`src/rtl/noise_shaped_dither_requantizer_defines.svh`:
```
// Assertion macros for the noise-shaped dither requantizer.
// Expects clk and arst_n in the scope of the module that uses them.
`ifndef NOISE_SHAPED_DITHER_REQUANTIZER_DEFINES_SVH
`define NOISE_SHAPED_DITHER_REQUANTIZER_DEFINES_SVH

// Same-cycle implication, checked out of reset.
`define NSDR_ASSERT_IMPL(label, ante, cons, msg) \
	label: assert property (@(posedge clk) disable iff (!arst_n) (ante) |-> (cons)) \
	else $error(msg);

// Next-cycle implication, checked out of reset.
`define NSDR_ASSERT_NEXT(label, ante, cons, msg) \
	label: assert property (@(posedge clk) disable iff (!arst_n) (ante) |=> (cons)) \
	else $error(msg);

`endif

```
`src/rtl/nsdr_pkg.sv`:
```
// Shared types and constants for the noise-shaped dither requantizer.
// No dependencies; imported by nsdr_shaper and the top level.
package nsdr_pkg;

	localparam int IN_W    = 32;
	localparam int OUT_W   = 16;
	localparam int ERR_W   = 12;
	localparam int PRNG_W  = 32;
	localparam int FULL_W  = 24;
	localparam int SCALE_W = 8;
	localparam int SUM_W   = IN_W + 2;
	localparam int BIAS_W  = IN_W + 3;
	localparam int DITH_W  = SCALE_W + 2;

	typedef logic signed [IN_W-1:0]   sample_t;
	typedef logic signed [OUT_W-1:0]  result_t;
	typedef logic signed [ERR_W-1:0]  err_t;
	typedef logic        [PRNG_W-1:0] prng_t;
	typedef logic signed [SUM_W-1:0]  sum_t;
	typedef logic signed [BIAS_W-1:0] wide_t;
	typedef logic signed [DITH_W-1:0] dith_t;
	typedef logic signed [FULL_W-1:0] full_t;

	localparam prng_t LCG_MUL   = 32'd1664525;
	localparam prng_t LCG_ADD   = 32'd1013904223;
	localparam wide_t ROUND_ADD = 35'sd128;
	localparam wide_t FULL_MAX  = 35'sd8388607;
	localparam wide_t FULL_MIN  = -35'sd8388608;

endpackage

```
`src/rtl/nsdr_shaper.sv`:
```
// Error-feedback requantizer datapath with the error history and dither generator state.
// Depends on nsdr_pkg; state advances once per item on the advance strobe.
module nsdr_shaper (
	input  logic              clk,
	input  logic              arst_n,
	input  logic              advance,
	input  logic              input_is_32bit,
	input  nsdr_pkg::sample_t sample,
	output nsdr_pkg::result_t result
);
	import nsdr_pkg::*;

	err_t    e0_q, e1_q, e2_q;
	prng_t   prng_q, next_q;
	sample_t scaled;
	sum_t    s_sum;
	dith_t   dith;
	wide_t   o_sum, s_wide, s_lim;
	logic    clip_pos, clip_neg;
	full_t   o_clip, o_quant;
	wide_t   err_wide;
	err_t    e0_half;
	prng_t   lcg_prod;

	always_comb begin
		scaled = input_is_32bit ? (sample >>> SCALE_W) : sample;
		s_sum  = SUM_W'(scaled) + SUM_W'(e0_q) - SUM_W'(e1_q) + SUM_W'(e2_q);
		dith   = $signed({2'b00, next_q[SCALE_W-1:0]}) - $signed({2'b00, prng_q[SCALE_W-1:0]});
		s_wide = BIAS_W'(s_sum);
		o_sum  = s_wide + ROUND_ADD + BIAS_W'(dith);

		clip_pos = o_sum > FULL_MAX;
		clip_neg = o_sum < FULL_MIN;

		s_lim = s_wide;
		if (clip_pos && (s_wide > FULL_MAX)) begin
			s_lim = FULL_MAX;
		end else if (clip_neg && (s_wide < FULL_MIN)) begin
			s_lim = FULL_MIN;
		end

		if (clip_pos) begin
			o_clip = FULL_MAX[FULL_W-1:0];
		end else if (clip_neg) begin
			o_clip = FULL_MIN[FULL_W-1:0];
		end else begin
			o_clip = o_sum[FULL_W-1:0];
		end
		o_quant = {o_clip[FULL_W-1:SCALE_W], {SCALE_W{1'b0}}};

		err_wide = s_lim - BIAS_W'(o_quant);
		e0_half  = (e0_q + $signed(ERR_W'({e0_q[ERR_W-1]}))) >>> 1;
		lcg_prod = next_q * LCG_MUL;
	end

	assign result = o_clip[FULL_W-1:SCALE_W];

	// The generator runs one word ahead so that the multiplier feeds only a register.
	always_ff @(posedge clk or negedge arst_n) begin
		if (!arst_n) begin
			e0_q   <= '0;
			e1_q   <= '0;
			e2_q   <= '0;
			prng_q <= '0;
			next_q <= LCG_ADD;
		end else if (advance) begin
			e0_q   <= err_wide[ERR_W-1:0];
			e1_q   <= e0_half;
			e2_q   <= e1_q;
			prng_q <= next_q;
			next_q <= lcg_prod + LCG_ADD;
		end
	end

endmodule

```
`src/rtl/noise_shaped_dither_requantizer.sv`:
```
// Top level of the noise-shaped dither requantizer: input register, shaper, result register.
// Depends on nsdr_pkg, nsdr_shaper and noise_shaped_dither_requantizer_defines.svh.
//
// Usage:
// The in channel (in_valid, in_ready) carries one signed sample and a last flag per item.
// The out channel (out_valid, out_ready) returns one 16-bit sample per item, with last_out
// copied from last_in. The cfg channel (cfg_valid, cfg_ready, cfg_data) writes the mode
// bit: 1 means samples are 32-bit and are shifted right by eight before shaping. It is
// always ready and should be written only while no item is in flight.
// An accepted item is registered in the input register and then in the result register,
// where out_valid marks it. One item is accepted per cycle while the receiver does not
// stall; the rate is set by the error-feedback loop in the shaper, which updates the
// error history and the dither generator as each item moves into the result register.
// Reset clears the mode bit, the error history and the generator word, and empties both
// pipeline registers. When the receiver stalls, the result register holds its item and
// the input register holds one more; in_ready drops only when both are full.
`include "noise_shaped_dither_requantizer_defines.svh"

module noise_shaped_dither_requantizer (
	input  logic              clk,
	input  logic              arst_n,
	input  logic              cfg_valid,
	output logic              cfg_ready,
	input  logic              cfg_data,
	input  logic              in_valid,
	output logic              in_ready,
	input  nsdr_pkg::sample_t in_sample,
	input  logic              last_in,
	output logic              out_valid,
	input  logic              out_ready,
	output nsdr_pkg::result_t out_sample,
	output logic              last_out
);
	import nsdr_pkg::*;

	logic    mode_q;
	logic    valid_s1, valid_s2;
	sample_t sample_s1;
	logic    last_s1, last_s2;
	result_t result_s2;
	result_t shaped;
	logic    adv;

	assign cfg_ready = 1'b1;
	assign adv       = valid_s1 && (!valid_s2 || out_ready);
	assign in_ready  = !valid_s1 || adv;

	always_ff @(posedge clk or negedge arst_n) begin
		if (!arst_n) begin
			mode_q   <= 1'b0;
			valid_s1 <= 1'b0;
			valid_s2 <= 1'b0;
		end else begin
			if (cfg_valid && cfg_ready) begin
				mode_q <= cfg_data;
			end
			if (in_valid && in_ready) begin
				valid_s1 <= 1'b1;
			end else if (adv) begin
				valid_s1 <= 1'b0;
			end
			if (adv) begin
				valid_s2 <= 1'b1;
			end else if (out_ready) begin
				valid_s2 <= 1'b0;
			end
		end
	end

	always_ff @(posedge clk) begin
		if (in_valid && in_ready) begin
			sample_s1 <= in_sample;
			last_s1   <= last_in;
		end
		if (adv) begin
			result_s2 <= shaped;
			last_s2   <= last_s1;
		end
	end

	nsdr_shaper u_shaper (
		.clk            (clk),
		.arst_n         (arst_n),
		.advance        (adv),
		.input_is_32bit (mode_q),
		.sample         (sample_s1),
		.result         (shaped)
	);

	assign out_valid  = valid_s2;
	assign out_sample = result_s2;
	assign last_out   = last_s2;

	`NSDR_ASSERT_NEXT(a_adv_fills_result, adv, valid_s2, "item lost into result register")
	`NSDR_ASSERT_IMPL(a_stall_full, valid_s1 && !in_ready, valid_s2 && !out_ready, "early stall")
	`NSDR_ASSERT_NEXT(a_s1_holds, valid_s1 && !adv, valid_s1 && $stable(sample_s1), "item changed")

endmodule

```
`config.mk`:
```
export PLATFORM = sky130hd
export DESIGN_NAME = noise_shaped_dither_requantizer
export DESIGN_NICKNAME = d
export VERILOG_FILES = /design/src/rtl/nsdr_pkg.sv /design/src/rtl/nsdr_shaper.sv /design/src/rtl/noise_shaped_dither_requantizer.sv
export VERILOG_INCLUDE_DIRS = /design/src /design/src/rtl
export SDC_FILE = /design/constraint.sdc
export NUM_CORES = 1
export LEC_CHECK = 0
export BUFFER_PORTS_ARGS = -buffer_cell sky130_fd_sc_hd__buf_2
export CAP_MARGIN = 25
export CORE_MARGIN = 10
export CORE_UTILIZATION = 60
export CTS_CLUSTER_SIZE = 16
export DETAILED_ROUTE_END_ITERATION = 10
export PLACE_DENSITY_LB_ADDON = 0.3
export SKIP_LAST_GASP = 1
export SYNTH_ARGS = -nofsm -noshare
export SYNTH_HDL_FRONTEND = slang
export SYNTH_HIERARCHICAL = 1
export SYNTH_SLANG_ARGS = --single-unit
```
`constraint.sdc`:
```
create_clock -name clk -period 20.7 [get_ports clk]
set_input_delay 5.175 -clock clk [delete_from_list [all_inputs] [get_ports clk]]
set_output_delay 5.175 -clock clk [all_outputs]
set_load 0.05 [all_outputs]
```
; Word-level counts from Yosys, hierarchy flattened
; Cells that the tools add are included.
; W data, S select, Z words.
[word_totals]
ff_bits = 127
input_bits = 39
[op_classes]
n_addsub = 9
multipliers = 1
n_lt_le_gt_ge = 4
n_mux = 9
reduce_logical = 10
[op_table]
columns = op, count
row1 = $mux W24, 2
row2 = $add A34 B9 Y35 const B, 1
row3 = $add A35 B9 Y35, 1
row4 = $gt A35 B24 Y1 const B, 1
row5 = $lt A35 B24 Y1 const B, 1
row6 = $add A34 B11 Y34, 1
row7 = $gt A34 B24 Y1 const B, 1
row8 = $lt A34 B24 Y1 const B, 1
row9 = $sub A33 B11 Y34, 1
row10 = $add A32 B12 Y33, 1
row11 = $add A32 B30 Y32 const B, 1
row12 = $mul A32 B21 Y32 const B, 1
row13 = $mux W31, 1
row14 = $mux W12, 2
row15 = $add A12 B2 Y12, 1
row16 = $sub A12 B12 Y12, 1
row17 = $sub A8 B8 Y9, 1
row18 = $logic_and A1 B1 Y1, 4
row19 = $mux W1, 4
row20 = $reduce_bool A2 Y1, 2
row21 = $logic_not A1 Y1, 2
row22 = $logic_or A1 B1 Y1, 2

; Depth between registers and ports, before layout
[logic_depth]
word_depth = 11
ltp_mapped = 38
mapped_depth_nobuf = 34

; Modules after synthesis
; Netlist, hierarchy kept.
[modules_own_cells]
columns = module, instances, cells_per_inst, area_each_um2, seq_area_each_um2
row1 = nsdr_shaper, 1, 1089, 8971.1, 1258.7
row2 = noise_shaped_dither_requantizer, 1, 62, 1652.8, 1576.5

; Worst setup path after synthesis
; Ideal clock, no wire load.
[synth_path]
path_type = input to output
start = input port out_ready
end = output port in_ready
arrival_ns = 5.419
required_ns = 15.525
slack_ns = 10.106
stages = 1
path_cell_list = nand3b_4
[synth_between]
elab_chain_len = 3
[synth_lines]
columns = element, line_no
row1 = "start, declared", noise_shaped_dither_requantizer.sv:30  ; input logic out_ready,
row2 = $logic_or A1 B1 Y1, noise_shaped_dither_requantizer.sv:45  ; assign adv = valid_s1 && (!valid_s2 || out_ready);
row3 = $logic_and A1 B1 Y1, noise_shaped_dither_requantizer.sv:45
row4 = $logic_or A1 B1 Y1, noise_shaped_dither_requantizer.sv:46  ; assign in_ready = !valid_s1 || adv;
row5 = "end, declared", noise_shaped_dither_requantizer.sv:26  ; output logic in_ready,
; Every way passes these cells.

; Worst setup path after layout
; Ends and elaborated chain as after synthesis.

==> out/qor.yml <==
outcome: "finished clean"
syn2layout_area_growth_pct: 7.76
synth_area_per_cell_um2: 9.23
cts_inserted_buffers: 9
worstSetupStartpointType: "input pin"
synth_mux_area_share_pct: 4.00
finalCritPeriodShare_pct: 52.3
hold_viol: 0
synthAdderAreaFrac_pct: 26.0
dr_total_vias: 8411
synthesis.area_um2: 10600
cts_buffer_depth: 2
ys_types: 74
grtUsageMet3_pct: 1.88
path_clk_slew_ns: 0.07
r2r-start: "u_shaper/e0_q[11]$_DFFE_PN0P_"
worstPathCellList: "buf_2 -> nand3b_4 -> buf_2"
chipWidth_um: 153
dp_hpwl_um: 19600
grt_setup_unrepaired: "false"
cp_max_fo: 3
grt_usage_pct: 20.3
finalNetCount: 1424
first_pass_iters: 5
drtIter0Drc: 477
die_h_um: 153
final_antenna_net_count: 0
slowest_delay_ns: 0.26
path_common_cell: "buf_2"
synth_top_family_by_area: "adder cells"
start_util_pct: 61.2
hold_buffers: 0
dieArea_um2: 23400
yosys.area.top_type: "ha_1"
drive_gt1_share_pct: 10.6
hp-start: "last_s1$_DFFE_PP_"
critPathCaptureType: "output port"
yosys.area.top_type_share_pct: 15.4
finalSetupViolations: 0
worst_path_max_delay_cell: "buf_2"
yosysSeqAreaShare_pct: 26.7
max-cap-violations: 0
io_pins: 59
grt_antenna_before_repair: 0
port-buffer-count: 57
ys.flop_type: "edfxtp_1"
finalClockSkew_ns: 0.0124
grt_pass1_wl_um: 40100
grt_max_degree: 78
path_buf_inv: 2
cts_tree: "built"
synthSimpleGateAreaFrac_pct: 12.4
grt_pass1_vias: 8209
critPathTopFamily: "buffers and inverters"
cts_sinks: 103
overflow: 0
min_period_ns: 10.82
synth_warnings: 6
htree_levels: 3
grt.busiest_layer: "met2"
syn_nets: 1377
routedWlPerCell_um: 16.9
ys_top_cells_by_area: "ha_1, edfxtp_1, dfrtp_1"
critical_path_required_ns: 15.53
synth-seq-cells: 103
diodes: 0
synth-edff-count: 50
drt_wl_total_um: 24200
core_area_um2: 17400
max_freq_ghz: 0.0924
via_per_inst: 5.89
gr-usage-met1_pct: 25.6
rows: 48
worstSetupPathType: "in -> out"
async_reset_ff_share_pct: 51.5
post_cts.repair.setup_buffers: 0
relSlewSlack_pct: 44.1
arrival_ns: 5.64
cts_resized: 0
cts_root_buf: "clkbuf_16"
slew_viol_final: 0
met2_usage_pct: 35.9
syn_inst: 1151
drc: 0
tightest_slew_ns: 0.837
synth-xor-area-share_pct: 6.18
clk_latency_ns: 0.37
place_congestion: 0.915
synth-compound-area-share_pct: 18.5
critPathLaunch: "out_ready"
hold_path.class: "reg -> reg"
fin_setup_tns_ns: 0
## synth_stat cells, types with 21 or more instances
master	count
inv_1	144
ha_1	131
a21oi_1	112
nand2_1	72
nor2_1	64
fa_1	56
edfxtp_1	50
xnor2_1	48
a21o_1	47
dfrtp_1	47
o21ai_0	44
nand3_1	28
xor2_1	27
nor3_1	21
## kinds of logic after synthesis
logic type,Yosys count
mux,40
fa+ha+maj,187
xor+xnor,75
flops,103
simple gates,265
buf+inv,173
compound gates,307
other cells,1
## sequential cells by signal, summed over array words and instances, names as in the netlist
name,cells
u_shaper/e2_q,11
last_out,1
valid_s1,1
u_shaper/e1_q,11
u_shaper/prng_q,8
mode_q,1
out_valid,1
u_shaper/next_q,8
last_s1,1
sample_s1,32
out_sample,16
u_shaper/e0_q,12
## worst reg2reg max path: cells and delay by family, from the launching register on
kind	cells	cell delay [ns]
fa+ha+maj	6	2.52
flops	1	0.40
buf+inv	3	0.69
simple gates	9	2.69
compound gates	10	2.26
xor+xnor	2	0.41
mux	1	0.18
## metrics by stage
stage / util [%] / instance area, um2 / hold WS, ns / setup slack, ns / instances
floorplan: - / 10600 / 0.400 / 10.11 / 1151
global placement: 64.1 / 11100 / 0.402 / 9.89 / 1412
detailed placement: 64.1 / 11100 / 0.444 / 9.88 / 1412
CTS: 66.0 / 11400 / 0.468 / 9.88 / 1428
global route: 66.0 / 11400 / 0.474 / 9.86 / 1428
finish: 66.0 / 11400 / 0.460 / 9.88 / 1428
## layout make-up
class	instances	area [um2]
well taps	225	282
inverters	145	544
clock buffers	9	225
flip-flops and latches	103	2840
repair buffers	64	338
fillers	1458	5910
clock inverters	7	97.6
multi-input cells	875	7130
## placed cells by master, fill, tap and decap left out, drive strengths merged, types with 20 or more instances in the layout
cell type    n
inv        148
ha         131
a21oi      113
nand2       72
nor2        64
buf         64
o21ai       58
fa          56
edfxtp      50
xnor2       48
dfrtp       47
a21o        47
nand3       29
xor2        27
nor3        21
mux2        20
mux2i       20
## final timing paths
path	end	slack (ns)	depth (start not counted)
max	in_ready	9.88	3
min	last_out$_DFFE_PP_	0.46	0
max reg2reg	u_shaper/e0_q[11]$_DFFE_PN0P_	11.46	31
min reg2reg	last_out$_DFFE_PP_	0.46	0
max in group asynchronous	u_shaper/prng_q[7]$_DFFE_PN0P_	15.34	2
min in group asynchronous	u_shaper/e1_q[4]$_DFFE_PN0P_	4.92	2
## layer usage
layer	share of wire, %	wire (um)
met4	1.6	379
met1	45	10800
met2	51	12400
met5	0	0
met3	2.5	606
Power is left out: the tool's default activity adds up to more than one toggle a clock period on the data nets, which glitch-free logic cannot reach.
